$ cat config.mk
export PLATFORM = sky130hd
export DESIGN_NAME = bit_granular_entropy_pool_core
export DESIGN_NICKNAME = d
export VERILOG_FILES = /design/src/rtl/bgep_pkg.sv /design/src/rtl/bgep_ctrl.sv /design/src/rtl/bgep_datapath.sv /design/src/rtl/bit_granular_entropy_pool_core.sv
export SDC_FILE = /design/constraint.sdc
export NUM_CORES = 2
export LEC_CHECK = 0
export BUFFER_PORTS_ARGS = -buffer_cell sky130_fd_sc_hd__clkbuf_2
export CAP_MARGIN = 20
export CORE_ASPECT_RATIO = 0.5
export CORE_MARGIN = 4
export CORE_UTILIZATION = 60
export CTS_CLUSTER_SIZE = 12
export DETAILED_ROUTE_END_ITERATION = 8
export PLACE_DENSITY = 0.79
export SLEW_MARGIN = 20
export SYNTH_ARGS = -nofsm -noshare
export SYNTH_HDL_FRONTEND = slang
export SYNTH_SLANG_ARGS = --single-unit
$ cat constraint.sdc
create_clock -name clk -period 16.3 [get_ports clk]
set_input_delay 4.075 -clock clk [delete_from_list [all_inputs] [get_ports clk]]
set_output_delay 4.075 -clock clk [all_outputs]
set_load 0.005 [all_outputs]
$ cat src/rtl/bgep_pkg.sv
// Package for the bit-granular entropy pool: stream field layout and the
// command and status groups between controller and datapath. No dependencies.
package bgep_pkg;

  localparam int WORD_BITS = 64;

  localparam int IN_W      = 208;
  localparam int REQ_LSB   = 0;
  localparam int REQ_W     = 8;
  localparam int SRC_A_LSB = 8;
  localparam int SRC_B_LSB = 72;
  localparam int SRC_C_LSB = 136;
  localparam int CNT_LSB   = 200;
  localparam int CNT_W     = 2;

  localparam int OUT_W       = 72;
  localparam int TAKEN_LSB   = 64;
  localparam int OUT_PAD_W   = OUT_W - WORD_BITS - CNT_W;

  typedef struct packed {
    logic load_req;
    logic fill;
    logic begin_emit;
    logic issue_rd;
    logic emit;
    logic clr_wr;
    logic fail_out;
  } cmd_t;

  typedef struct packed {
    logic req_zero;
    logic need_fill;
    logic src_empty;
    logic last_out;
    logic clr_done;
  } status_t;

endpackage

$ cat src/rtl/bgep_ctrl.sv
// Controller for the bit-granular entropy pool: request sequencing state machine.
// Depends on bgep_pkg for the command and status groups.
module bgep_ctrl (
  input  logic             clk,
  input  logic             rst,
  input  logic             s_tvalid,
  output logic             s_tready,
  input  logic             out_free,
  input  bgep_pkg::status_t st,
  output bgep_pkg::cmd_t    cmd
);

  typedef enum logic [2:0] {
    IDLE,
    CHECK,
    READ,
    EMIT,
    CLR_RD,
    CLR_WR,
    FAIL
  } state_t;

  state_t state, state_next;

  assign s_tready = (state == IDLE);

  always_comb begin
    state_next = state;
    cmd        = '0;
    case (state)
      IDLE: begin
        if (s_tvalid) begin
          cmd.load_req = 1'b1;
          if (!st.req_zero) state_next = CHECK;
        end
      end
      CHECK: begin
        if (st.need_fill) begin
          if (st.src_empty) begin
            state_next = FAIL;
          end else begin
            cmd.fill = 1'b1;
          end
        end else begin
          cmd.begin_emit = 1'b1;
          state_next     = READ;
        end
      end
      READ: begin
        cmd.issue_rd = 1'b1;
        state_next   = EMIT;
      end
      EMIT: begin
        if (out_free) begin
          cmd.emit = 1'b1;
          if (!st.last_out) state_next = READ;
          else if (st.clr_done) state_next = IDLE;
          else state_next = CLR_RD;
        end
      end
      CLR_RD: begin
        cmd.issue_rd = 1'b1;
        state_next   = CLR_WR;
      end
      CLR_WR: begin
        cmd.clr_wr = 1'b1;
        state_next = st.clr_done ? IDLE : CLR_RD;
      end
      FAIL: begin
        if (out_free) begin
          cmd.fail_out = 1'b1;
          state_next   = IDLE;
        end
      end
      default: state_next = IDLE;
    endcase
  end

  always_ff @(posedge clk) begin
    if (rst) begin
      state <= IDLE;
    end else begin
      state <= state_next;
    end
  end

  a_load_needs_free: assert property (@(posedge clk) disable iff (rst)
    (cmd.emit || cmd.fail_out) |-> out_free)
    else $error("result loaded while output register is full");

endmodule

$ cat src/rtl/bgep_datapath.sv
// Datapath for the bit-granular entropy pool: pool memory, index and count,
// fill, repack and clear logic. Depends on bgep_pkg.
module bgep_datapath #(
  parameter int POOL_WORDS        = 4,
  parameter int MAX_REQUEST_WORDS = 3
) (
  input  logic                       clk,
  input  logic                       rst,
  input  logic [bgep_pkg::IN_W-1:0]  in_data,
  input  bgep_pkg::cmd_t             cmd,
  output bgep_pkg::status_t          st,
  output logic [63:0]                res_word,
  output logic                       res_last,
  output logic [1:0]                 res_taken
);

  localparam int PB       = POOL_WORDS * bgep_pkg::WORD_BITS;
  localparam int SIW      = $clog2(PB);
  localparam int WIW      = $clog2(POOL_WORDS);
  localparam int CW       = SIW + 1;
  localparam int CAP_A    = MAX_REQUEST_WORDS * bgep_pkg::WORD_BITS;
  localparam int CAP_B    = (POOL_WORDS - 1) * bgep_pkg::WORD_BITS;
  localparam int CAP_BITS = (CAP_A < CAP_B) ? CAP_A : CAP_B;
  localparam logic [CW-1:0] CAP = CW'(CAP_BITS);
  localparam logic [CW-1:0] PB_C = CW'(PB);
  localparam logic [63:0] ONES = '1;

  logic [63:0]    src_a, src_b, src_c;
  logic [1:0]     avail, taken;
  logic [7:0]     nbits;
  logic [SIW-1:0] start, vcount;
  logic [WIW-1:0] wp;
  logic [5:0]     rs, lo;
  logic [7:0]     left, out_left;

  logic [63:0]           mem [POOL_WORDS];
  logic [POOL_WORDS-1:0] vld;
  logic [63:0]           rd_a, rd_b;

  logic [7:0]     req_in, req_sat;
  logic [CW-1:0]  nbits_x, vcount_x, fill_sum, fill_pos, end_sum, end_pos;
  logic [WIW-1:0] fill_word, wp_inc;
  logic [63:0]    src_sel, shifted, out_mask, clr_mask, wr_data;
  logic [6:0]     span, cnt;
  logic           we;
  logic [WIW-1:0] wa;

  assign req_in  = in_data[bgep_pkg::REQ_LSB +: bgep_pkg::REQ_W];
  assign req_sat = ({{(CW-8){1'b0}}, req_in} > CAP) ? 8'(CAP) : req_in;

  assign nbits_x  = CW'(nbits);
  assign vcount_x = CW'(vcount);
  assign fill_sum = CW'(start) + vcount_x;
  assign fill_pos = (fill_sum >= PB_C) ? fill_sum - PB_C : fill_sum;
  assign fill_word = fill_pos[SIW-1:6];
  assign end_sum  = CW'(start) + nbits_x;
  assign end_pos  = (end_sum >= PB_C) ? end_sum - PB_C : end_sum;
  assign wp_inc   = (wp == WIW'(POOL_WORDS - 1)) ? '0 : wp + 1'b1;

  always_comb begin
    case (taken)
      2'd0:    src_sel = src_a;
      2'd1:    src_sel = src_b;
      default: src_sel = src_c;
    endcase
  end

  assign span = 7'd64 - {1'b0, lo};
  assign cnt  = (left < {1'b0, span}) ? left[6:0] : span;
  assign clr_mask = (cnt == 7'd0) ? '0 : ((ONES >> (7'd64 - cnt)) << lo);

  always_comb begin
    shifted = rd_a >> rs;
    if (rs != 6'd0) shifted = shifted | (rd_b << (7'd64 - {1'b0, rs}));
  end

  assign out_mask  = (out_left < 8'd64) ? (ONES >> (7'd64 - out_left[6:0])) : ONES;
  assign res_last  = (out_left <= 8'd64);
  assign res_word  = shifted & (res_last ? out_mask : ONES);
  assign res_taken = taken;

  assign st.req_zero  = (req_in == 8'd0);
  assign st.need_fill = (nbits_x > vcount_x);
  assign st.src_empty = (taken >= avail);
  assign st.last_out  = res_last;
  assign st.clr_done  = ({1'b0, cnt} >= left);

  assign we      = cmd.fill || cmd.emit || cmd.clr_wr;
  assign wa      = cmd.fill ? fill_word : wp;
  assign wr_data = cmd.fill ? src_sel : (rd_a & ~clr_mask);

  always_ff @(posedge clk) begin
    if (we) mem[wa] <= wr_data;
  end

  always_ff @(posedge clk) begin
    if (cmd.issue_rd) begin
      rd_a <= vld[wp]     ? mem[wp]     : '0;
      rd_b <= vld[wp_inc] ? mem[wp_inc] : '0;
    end
  end

  always_ff @(posedge clk) begin
    if (rst) begin
      vld <= '0;
    end else if (we) begin
      vld[wa] <= 1'b1;
    end
  end

  always_ff @(posedge clk) begin
    if (rst) begin
      start  <= '0;
      vcount <= '0;
    end else if (cmd.fill) begin
      vcount <= vcount + SIW'(bgep_pkg::WORD_BITS);
    end else if (cmd.begin_emit) begin
      start  <= end_pos[SIW-1:0];
      vcount <= SIW'(vcount_x - nbits_x);
    end
  end

  always_ff @(posedge clk) begin
    if (cmd.load_req) begin
      src_a <= in_data[bgep_pkg::SRC_A_LSB +: bgep_pkg::WORD_BITS];
      src_b <= in_data[bgep_pkg::SRC_B_LSB +: bgep_pkg::WORD_BITS];
      src_c <= in_data[bgep_pkg::SRC_C_LSB +: bgep_pkg::WORD_BITS];
      avail <= in_data[bgep_pkg::CNT_LSB +: bgep_pkg::CNT_W];
      taken <= 2'd0;
      nbits <= req_sat;
    end else if (cmd.fill) begin
      taken <= taken + 2'd1;
    end
  end

  always_ff @(posedge clk) begin
    if (cmd.begin_emit) begin
      wp       <= start[SIW-1:6];
      rs       <= start[5:0];
      lo       <= start[5:0];
      left     <= nbits;
      out_left <= nbits;
    end else if (cmd.emit || cmd.clr_wr) begin
      wp       <= wp_inc;
      lo       <= 6'd0;
      left     <= left - 8'(cnt);
      out_left <= out_left - 8'd64;
    end
  end

  a_fill_has_src: assert property (@(posedge clk) disable iff (rst)
    cmd.fill |-> (taken < avail))
    else $error("pool fill without a valid source word");

  a_clear_has_bits: assert property (@(posedge clk) disable iff (rst)
    (cmd.emit || cmd.clr_wr) |-> (left != 8'd0))
    else $error("clear step with no used bits left");

  a_emit_covered: assert property (@(posedge clk) disable iff (rst)
    cmd.begin_emit |-> (nbits_x <= vcount_x))
    else $error("repack started with too few valid bits in the pool");

endmodule

$ cat src/rtl/bit_granular_entropy_pool_core.sv
// Top level of the bit-granular entropy pool: stream ports and output register.
// Depends on bgep_pkg, bgep_ctrl and bgep_datapath.
//
//   channel   dir  tdata                                   tlast      tuser
//   s_*       in   request_bits, source_word_a/b/c, count  -          -
//   m_*       out  out_word, source_words_taken            last_word  success
//
// A request is loaded, then the pool takes one appended source word at a time, then
// each output word is read and emitted and each trailing clear word is read and
// written back via the single pool write port. A zero request gives no item. A
// failed request gives one item after the fills. A full output register holds the
// sequence before each output word. Reset clears pool valid bits, index and count at once.
module bit_granular_entropy_pool_core #(
  parameter int POOL_WORDS        = 4,
  parameter int MAX_REQUEST_WORDS = 3
) (
  input  logic                        clk,
  input  logic                        rst,
  input  logic                        s_tvalid,
  output logic                        s_tready,
  // request_bits[7:0], source_word_a[71:8], source_word_b[135:72],
  // source_word_c[199:136], source_valid_count[201:200], zero fill
  input  logic [bgep_pkg::IN_W-1:0]   s_tdata,
  output logic                        m_tvalid,
  input  logic                        m_tready,
  // out_word[63:0], source_words_taken[65:64], zero fill
  output logic [bgep_pkg::OUT_W-1:0]  m_tdata,
  output logic                        m_tlast,
  // success[0]
  output logic                        m_tuser
);

  bgep_pkg::cmd_t    cmd;
  bgep_pkg::status_t st;
  logic              out_free;
  logic [63:0]       res_word;
  logic              res_last;
  logic [1:0]        res_taken;
  logic [63:0]       out_word;
  logic [1:0]        out_taken;

  assign out_free = !m_tvalid || m_tready;

  bgep_ctrl u_ctrl (
    .clk      (clk),
    .rst      (rst),
    .s_tvalid (s_tvalid),
    .s_tready (s_tready),
    .out_free (out_free),
    .st       (st),
    .cmd      (cmd)
  );

  bgep_datapath #(
    .POOL_WORDS        (POOL_WORDS),
    .MAX_REQUEST_WORDS (MAX_REQUEST_WORDS)
  ) u_datapath (
    .clk       (clk),
    .rst       (rst),
    .in_data   (s_tdata),
    .cmd       (cmd),
    .st        (st),
    .res_word  (res_word),
    .res_last  (res_last),
    .res_taken (res_taken)
  );

  always_ff @(posedge clk) begin
    if (rst) begin
      m_tvalid <= 1'b0;
    end else if (cmd.emit || cmd.fail_out) begin
      m_tvalid <= 1'b1;
    end else if (m_tready) begin
      m_tvalid <= 1'b0;
    end
  end

  always_ff @(posedge clk) begin
    if (cmd.emit) begin
      out_word  <= res_word;
      out_taken <= res_taken;
      m_tlast   <= res_last;
      m_tuser   <= 1'b1;
    end else if (cmd.fail_out) begin
      out_word  <= '0;
      out_taken <= res_taken;
      m_tlast   <= 1'b1;
      m_tuser   <= 1'b0;
    end
  end

  assign m_tdata = {{bgep_pkg::OUT_PAD_W{1'b0}}, out_taken, out_word};

endmodule
Word level (Yosys, flattened, before mapping):

Memory sizes are Yosys's and may differ from the RTL's. A register that Yosys moved wholly into a read port is not among the register bits.
Index checks and enable logic that the tools add are counted.

* add/subtract/negate cells: 14
* order comparisons: 13
* eq/ne operators: 13
* shifts and indexed selects: 5
* mux-type cells: 57
* bitwise logic cells: 6
* reduce and logical (&&, ||, !) cells: 21

Operator list (count)
* $mux W64: 7
* $and A64 B64 Y64: 2
* $pmux W64 S2: 1
* $shr A64 B7 Y64 const A: 2
* $mux W8: 8
* $not A64 Y64: 1
* $or A64 B64 Y64: 1
* $shl A64 B6 Y64: 1
* $shl A64 B7 Y64: 1
* $shr A64 B6 Y64: 1
* $mux W3: 8
* $pmux W3 S7: 1
* $mux W1: 19
* $add A8 B8 Y9: 2
* $ge A9 B9 Y1 const B: 2
* $sub A8 B1 Y8 const B: 2
* $mux W2: 7
* $sub A7 B6 Y7 const A: 2
* $sub A7 B7 Y7 const A: 2
* $mux W6: 2
* $eq A3 B3 Y1 const B: 3
* $lt A2 B3 Y1 const B: 3
* $add A8 B7 Y8 const B: 1
* $ge A7 B8 Y1: 1
* 34 further kinds: 49

* flip-flop bits (word level): 326
* bits in writable memories: 256
* input port bits: 212
* output and inout port bits: 76
* word-level logic and storage cells: 150
* memories: 1

Memories
* u_datapath.mem: words 4, width 64, rd ports 2, clocked after memory_dff 2, wr ports 1, line bgep_datapath.sv:36 `logic [63:0] mem [POOL_WORDS];`

Longest topological paths before layout:

* depth after elaboration: 10
* mapped depth: 35
* mapped depth without buffers: 27

Modules after synthesis:

Synthesis repeated with hierarchy kept, for this count alone.

* cell total of the unflattened synthesis: 3901
* area, all modules: 43207.7 um^2

Modules (own cells, without submodules)
* bgep_datapath: instances 1, cells an instance 3708, area each 40283.6 um^2, seq. area each 18938.2 um^2
* bit_granular_entropy_pool_core: instances 1, cells an instance 154, area each 2597.5 um^2, seq. area each 2052.0 um^2
* bgep_ctrl: instances 1, cells an instance 39, area each 326.6 um^2, seq. area each 60.1 um^2

Worst setup path before layout:

OpenSTA, ideal clock, no wires.

* path kind: in2reg
* from: input port s_tvalid
* to: register u_datapath.avail[0], enable pin
* setup time: 0.588 ns
* arrival: 8.690 ns
* data required time: 15.712 ns
* path slack: 7.022 ns
* stages on the path: 1
* path buffers: 0
* cell sequence: and2_1

* longest elaborated chain between the ends: 2

RTL lines
* start: declaration: line bit_granular_entropy_pool_core.sv:19 `input logic s_tvalid,`
* $mux W1: line bgep_ctrl.sv:32 `if (s_tvalid) begin`
* $mux W1: line bgep_ctrl.sv:30 `case (state)`
* end signal: assignment: line bgep_datapath.sv:128 `avail <= in_data[bgep_pkg::CNT_LSB +: bgep_pkg::CNT_W];`
* end: declaration: line bgep_datapath.sv:29 `logic [1:0] avail, taken;`

No other way between the ends.
A chain may end at the register's enable or synchronous reset.

Worst setup path in the final report:

* from: register u_datapath.lo[0]
* to: memory u_datapath.mem[3][63] (data pin)

* longest elaborated chain between the ends: 10
* elaborated cells between the ends (all ways): 11
* those cells by class: 2 x add/sub; 1 x order compare; 2 x shift; 3 x mux; 2 x bitwise; 1 x reduce/logical

RTL lines
* start: declaration: line bgep_datapath.sv:33 `logic [5:0] rs, lo;`
* start signal: assignment: line bgep_datapath.sv:140 `lo <= start[5:0];`
* $sub A7 B6 Y7: line bgep_datapath.sv:68 `assign span = 7'd64 - {1'b0, lo};`
* $lt A8 B7 Y1: line bgep_datapath.sv:69 `assign cnt = (left < {1'b0, span}) ? left[6:0] : span;`
* $mux W7: line bgep_datapath.sv:69
* $sub A7 B7 Y7: line bgep_datapath.sv:70 `assign clr_mask = (cnt == 7'd0) ? '0 : ((ONES >> (7'd64 - cnt)) << lo);`
* $shr A64 B7 Y64: line bgep_datapath.sv:70
* $shl A64 B6 Y64: line bgep_datapath.sv:70
* $mux W64 (*): line bgep_datapath.sv:70
* $not A64 Y64 (*): line bgep_datapath.sv:90 `assign wr_data = cmd.fill ? src_sel : (rd_a & ~clr_mask);`
* $and A64 B64 Y64 (*): line bgep_datapath.sv:90
* $mux W64 (*): line bgep_datapath.sv:90
* via u_datapath.wr_data[63]: line bgep_datapath.sv:43 `logic [63:0] src_sel, shifted, out_mask, clr_mask, wr_data;`
* end: declaration: line bgep_datapath.sv:36

Mark *: on every way through the listed nets, which the timed path passes. The rest lies on a longest branch.

==> summary by stage <==
Setup path
The required time at the worst-slack endpoint is 16.58 ns. The largest fanout on the critical path is 39. The worst setup path is launched from a register. The capturing element type of the critical path is a register. Across all register-to-register paths, the minimum setup slack is 6.37 ns.

By startpoint and endpoint, the worst setup path is classified as register to register. The data arrival time of the worst path is 10.22 ns. In this run the critical register-to-register path is captured at u_datapath.mem[3][63]. In this run the critical register-to-register path is launched from u_datapath.lo[0]. The number of cells on the worst reg-to-reg path is 27.

Timing
The clock arrives with 0.0364 ns of skew. The worst hold-check slack is 0.473 ns. The worst-margin pin slew is 1.20 ns. The routed design could run at a clock period as short as 9.93 ns.

The top achievable clock speed is 0.101 GHz. The total count of hold-check failures in the final report is 0. The final number of setup-violating endpoints is 0.

The number of max-slew violations in the final report is 0. Summed over all failing endpoints, the final setup total negative slack is 0 ns. Setup repair after global routing left no endpoint under its margin.

In this run the tightest slew margin relative to its limit is 19.7%. Dividing the final minimum period by the clock period gives 60.9%.

Detailed routing
The total met3 wirelength after detailed routing is 27.5 mm. The final wirelength is 157 mm. The total vias in the final route is 35000. The via density per instance is 7.27. After detailed routing, the wire length on met1 is 59.8 mm.

The uppermost layer routed is met5. Detailed routing placed a total of 64.2 mm of wire on met2. After detailed routing, the average wire length per cell comes to 32.7 um. The number of nets still failing antenna checks after routing is 0. In this run, the number of DRC markers left after iteration 0 of detailed routing was 6296. In the routed design, unresolved DRC markers number 0.

The first detailed-routing pass ran for 8 iterations.

Run
The tool flagged a number of max-cap violations equal to 0.

Synth
Of all cell types, the one taking the most synthesized area is sky130_fd_sc_hd__edfxtp_1. The cell area that synthesis handed to floorplanning was 0.0425 mm^2. The adder-cell area share of the yosys netlist is 1.57%.

Synthesis produced a netlist whose cell count is 3701. In this run, synthesis inferred 683 flip-flops with an integrated enable. The average size of a mapped cell is 11.5 um^2. The synthesized design contains 710 register bits. The complex-gate fraction of the synthesized area is 16.7%. The count of yosys warnings during synthesis is 0. Sorting the synthesized cells by area gives the leading types as sky130_fd_sc_hd__edfxtp_1 (48%), sky130_fd_sc_hd__mux4_2 (11%), sky130_fd_sc_hd__mux2i_1 (3.7%).

The proportion of register bits with asynchronous set or reset after synthesis is 0%. The primary flip-flop cell chosen by synthesis mapping is sky130_fd_sc_hd__edfxtp_1. After synthesis, the netlist uses 99 different library cells. Of the synthesized area, sequential elements account for 49.6%. The xor and xnor fraction of the mapped netlist area is 1.03%. The post-synthesis share of cell area spent on and, or, nand and nor gates is 11.1%. The fraction of post-synthesis cell area in the top cell type by area is 48.3%. The post-synthesis mux area share is 16.6%.

By area, the combinational part of the netlist is dominated by compound AO/OA/AOI/OAI gates.

Power
The peak supply drop is 150 uV. The leakage power of the design is 16.6 nW. The power density over the cells is 211 mW/mm^2.

CTS
The number of gates resized after CTS is 0. Post-CTS timing repair inserted 0 buffers for setup. In this run, post-CTS hold repair placed 0 buffers.

The number of clock sinks is 710. The count of H-tree levels built during CTS is 3. At the later pin of the worst-skew pair, clock insertion delay measures 0.67 ns. The number of clock buffers inserted by TritonCTS is 71. The clock passes through at most 3 buffers. After clock tree synthesis, the clock-pin slew on the worst setup and hold paths is 0.07 ns. TritonCTS built the clock tree. The root buffer cell is sky130_fd_sc_hd__clkbuf_16.

Layout
The filler cells instantiated in the layout total 5040. The fraction of the core area covered by cells at the end of the flow is 67.2%. In the final design database the tool counted 4099 nets.

From synthesis to final layout, the design area changed by 10.1%. The final design area excluding fillers is 0.0467 mm^2. Of the cells placed in the final design, the portion with a size suffix greater than 1 is 20.8%.

GRT
The via count of the first global-routing pass is 32800. The combined global-route utilization of all metal layers is 41.3%. Summed over all layers, the global routing overflow is 0. The initial antenna violation count was 9. Entering global routing, the biggest net connects 162 pins. The first global-routing pass estimated 227 mm of wire.

Hold path
The min-delay analysis places its worst path in the category register to register. The startpoint of the worst hold path is m_tuser. The end of the worst hold path is m_tuser. The number of instances on the worst hold path is 2.

Die
The area enclosed by the die boundary is 0.0753 mm^2. The floorplan step defined a core boundary enclosing 0.0695 mm^2. Measured along the x axis, the die boundary spans 384 um. For this configuration, the core starts out at a cell density of 61.1%.

The number of placement rows is 68. The I/O pin count is 288. The height of the die is 196 um.

Placed design
The HPWL reported at the end of detailed placement is 114 mm. The last weighted congestion value of the routability-driven placer is 1.09. The count of buffers added on input and output ports is 275. The placed instances occupy a cell area of 0.0447 mm^2.

Status
The run finished with clean final reports.
critical path, cell delays in order, from the launching register on:
cell and delay, ns:
sky130_fd_sc_hd__edfxtp_1 0.33, sky130_fd_sc_hd__buf_4 0.40, sky130_fd_sc_hd__clkinv_1 0.53, sky130_fd_sc_hd__ha_1 0.47
sky130_fd_sc_hd__xnor2_1 0.56, sky130_fd_sc_hd__clkinv_1 0.47, sky130_fd_sc_hd__ha_1 0.41, sky130_fd_sc_hd__o21ai_0 0.07
sky130_fd_sc_hd__o21a_1 0.19, sky130_fd_sc_hd__o21a_1 0.35, sky130_fd_sc_hd__o21ai_4 0.59, sky130_fd_sc_hd__o21ai_0 0.24
sky130_fd_sc_hd__inv_1 0.18, sky130_fd_sc_hd__ha_1 0.46, sky130_fd_sc_hd__inv_1 0.25, sky130_fd_sc_hd__ha_1 0.50
sky130_fd_sc_hd__nor2b_1 0.22, sky130_fd_sc_hd__nand2_1 0.09, sky130_fd_sc_hd__o21ai_0 0.12, sky130_fd_sc_hd__o21ai_0 0.90
sky130_fd_sc_hd__nor2_1 0.07, sky130_fd_sc_hd__a21oi_1 0.23, sky130_fd_sc_hd__nand2_1 0.17, sky130_fd_sc_hd__o2bb2ai_1 0.18
sky130_fd_sc_hd__a2bb2oi_1 0.18, sky130_fd_sc_hd__buf_4 0.21, sky130_fd_sc_hd__nor2_1 0.06, sky130_fd_sc_hd__o32ai_1 1.03
state kept, by name (all words and copies together), names as in the netlist, 64 cells and up:
register / count
u_datapath.rd_b: 64
u_datapath.src_c: 64
u_datapath.rd_a: 64
u_datapath.mem: 256
u_datapath.src_a: 64
out_word: 64
u_datapath.src_b: 64
synth_stat cells (13+ instances only):
cell type / count
sky130_fd_sc_hd__edfxtp_1: 683
sky130_fd_sc_hd__nand2_1: 322
sky130_fd_sc_hd__nor2_1: 317
sky130_fd_sc_hd__a21oi_1: 303
sky130_fd_sc_hd__mux4_2: 204
sky130_fd_sc_hd__clkbuf_1: 200
sky130_fd_sc_hd__o21ai_0: 187
sky130_fd_sc_hd__nor2b_1: 156
sky130_fd_sc_hd__mux2i_1: 155
sky130_fd_sc_hd__mux2_2: 78
sky130_fd_sc_hd__o22ai_1: 74
sky130_fd_sc_hd__a211oi_1: 67
sky130_fd_sc_hd__buf_1: 64
sky130_fd_sc_hd__nor3_1: 56
sky130_fd_sc_hd__o211ai_1: 56
sky130_fd_sc_hd__inv_1: 52
sky130_fd_sc_hd__nand3_1: 52
sky130_fd_sc_hd__ha_1: 50
sky130_fd_sc_hd__a22o_1: 42
sky130_fd_sc_hd__a22oi_1: 41
sky130_fd_sc_hd__xnor2_1: 36
sky130_fd_sc_hd__a31oi_1: 28
sky130_fd_sc_hd__dfxtp_1: 27
sky130_fd_sc_hd__a21o_1: 26
sky130_fd_sc_hd__a221oi_1: 26
sky130_fd_sc_hd__and2_1: 22
sky130_fd_sc_hd__nand2b_1: 22
sky130_fd_sc_hd__buf_2: 18
sky130_fd_sc_hd__o21a_1: 16
sky130_fd_sc_hd__and3_1: 15
sky130_fd_sc_hd__o31ai_1: 13
layout make-up:
type                       count  area [um^2]  share of cell area [%]
sequential                   710        21100                    45.0
clock buffer                  89         1900                    4.06
multi-input combinational   2640        20200                    43.3
timing repair buffer         352         1980                    4.24
clock inverter                11          151                   0.324
antenna                       11         27.5                  0.0589
inverter                      60          225                   0.482
tap                          945         1180                    2.53
metal layers:
layer | track usage [%] | up-vias
met5 | 0 | -
met1 | 59.2 | 17000
met4 | 13.0 | 8
li1 | - | 14600
met2 | 57.1 | 2975
met3 | 17.3 | 407
layout by cell type, fill, tap and decap left out, types with 22 or more instances in the layout:
| cell type | synthesis | routed |
|---|---|---|
| sky130_fd_sc_hd__nor2b_1 | 156 | 156 |
| sky130_fd_sc_hd__a221oi_1 | 26 | 26 |
| sky130_fd_sc_hd__mux4_2 | 204 | 204 |
| sky130_fd_sc_hd__o22ai_1 | 74 | 74 |
| sky130_fd_sc_hd__nor3_1 | 56 | 56 |
| sky130_fd_sc_hd__clkbuf_2 | 0 | 275 |
| sky130_fd_sc_hd__o21ai_0 | 187 | 186 |
| sky130_fd_sc_hd__a31oi_1 | 28 | 28 |
| sky130_fd_sc_hd__clkbuf_16 | 0 | 73 |
| sky130_fd_sc_hd__a22o_1 | 42 | 42 |
| sky130_fd_sc_hd__buf_4 | 11 | 74 |
| sky130_fd_sc_hd__a211oi_1 | 67 | 67 |
| sky130_fd_sc_hd__ha_1 | 50 | 46 |
| sky130_fd_sc_hd__nand2_1 | 322 | 322 |
| sky130_fd_sc_hd__nand3_1 | 52 | 52 |
| sky130_fd_sc_hd__inv_1 | 52 | 51 |
| sky130_fd_sc_hd__a21oi_1 | 303 | 302 |
| sky130_fd_sc_hd__xnor2_1 | 36 | 31 |
| sky130_fd_sc_hd__nor2_1 | 317 | 309 |
| sky130_fd_sc_hd__nand2b_1 | 22 | 22 |
| sky130_fd_sc_hd__mux2i_1 | 155 | 152 |
| sky130_fd_sc_hd__dfxtp_1 | 27 | 27 |
| sky130_fd_sc_hd__a21o_1 | 26 | 26 |
| sky130_fd_sc_hd__a22oi_1 | 41 | 41 |
| sky130_fd_sc_hd__mux2_2 | 78 | 78 |
| sky130_fd_sc_hd__o211ai_1 | 56 | 56 |
| sky130_fd_sc_hd__edfxtp_1 | 683 | 683 |
kinds of logic (layout without fill, tap and decap cells):
family / count (synthesis) / count (layout)
AND/OR/NAND/NOR: 1024 / 1024
other: 1 / 17
XOR/XNOR: 48 / 48
buffers and inverters: 356 / 512
AO/OA/AOI/OAI: 1070 / 1070
flip-flops: 710 / 710
multiplexers: 440 / 440
adder cells (fa/ha/maj): 52 / 52
worst max path at each step:
| stage | from | end | slack (ns) | cells after the start |
|---|---|---|---|---|
| global route | u_datapath.lo[0] | u_datapath.mem[1][63] | 6.06 | 27 |
| detailed placement | u_datapath.lo[0] | u_datapath.mem[0][63] | 6.98 | 27 |
| finish | u_datapath.lo[0] | u_datapath.mem[3][63] | 6.37 | 27 |
| global placement | u_datapath.lo[0] | u_datapath.mem[0][63] | 7.13 | 27 |
| floorplan | s_tvalid | u_datapath.avail[0] | 7.02 | 1 |
| CTS | u_datapath.lo[0] | u_datapath.mem[2][63] | 6.96 | 27 |
stage by stage:
stage | setup slack [ns] | std cells | total power [mW]
floorplan | 7.02 | 3706 | 6.21
global placement | 7.13 | 4707 | 7.86
detailed placement | 6.98 | 4707 | 7.98
CTS | 6.96 | 4807 | 9.56
global route | 6.06 | 4808 | 10.1
finish | 6.37 | 4818 | 9.86
power by group:
part	total, mW	internal, mW	leakage (nW)	switching [mW]
combinational	4.91	1.57	9.02	3.34
sequential	3.41	2.92	6.59	0.491
clock	1.54	0.836	0.992	0.705
No activity file was read; power rests on OpenSTA's default activity.
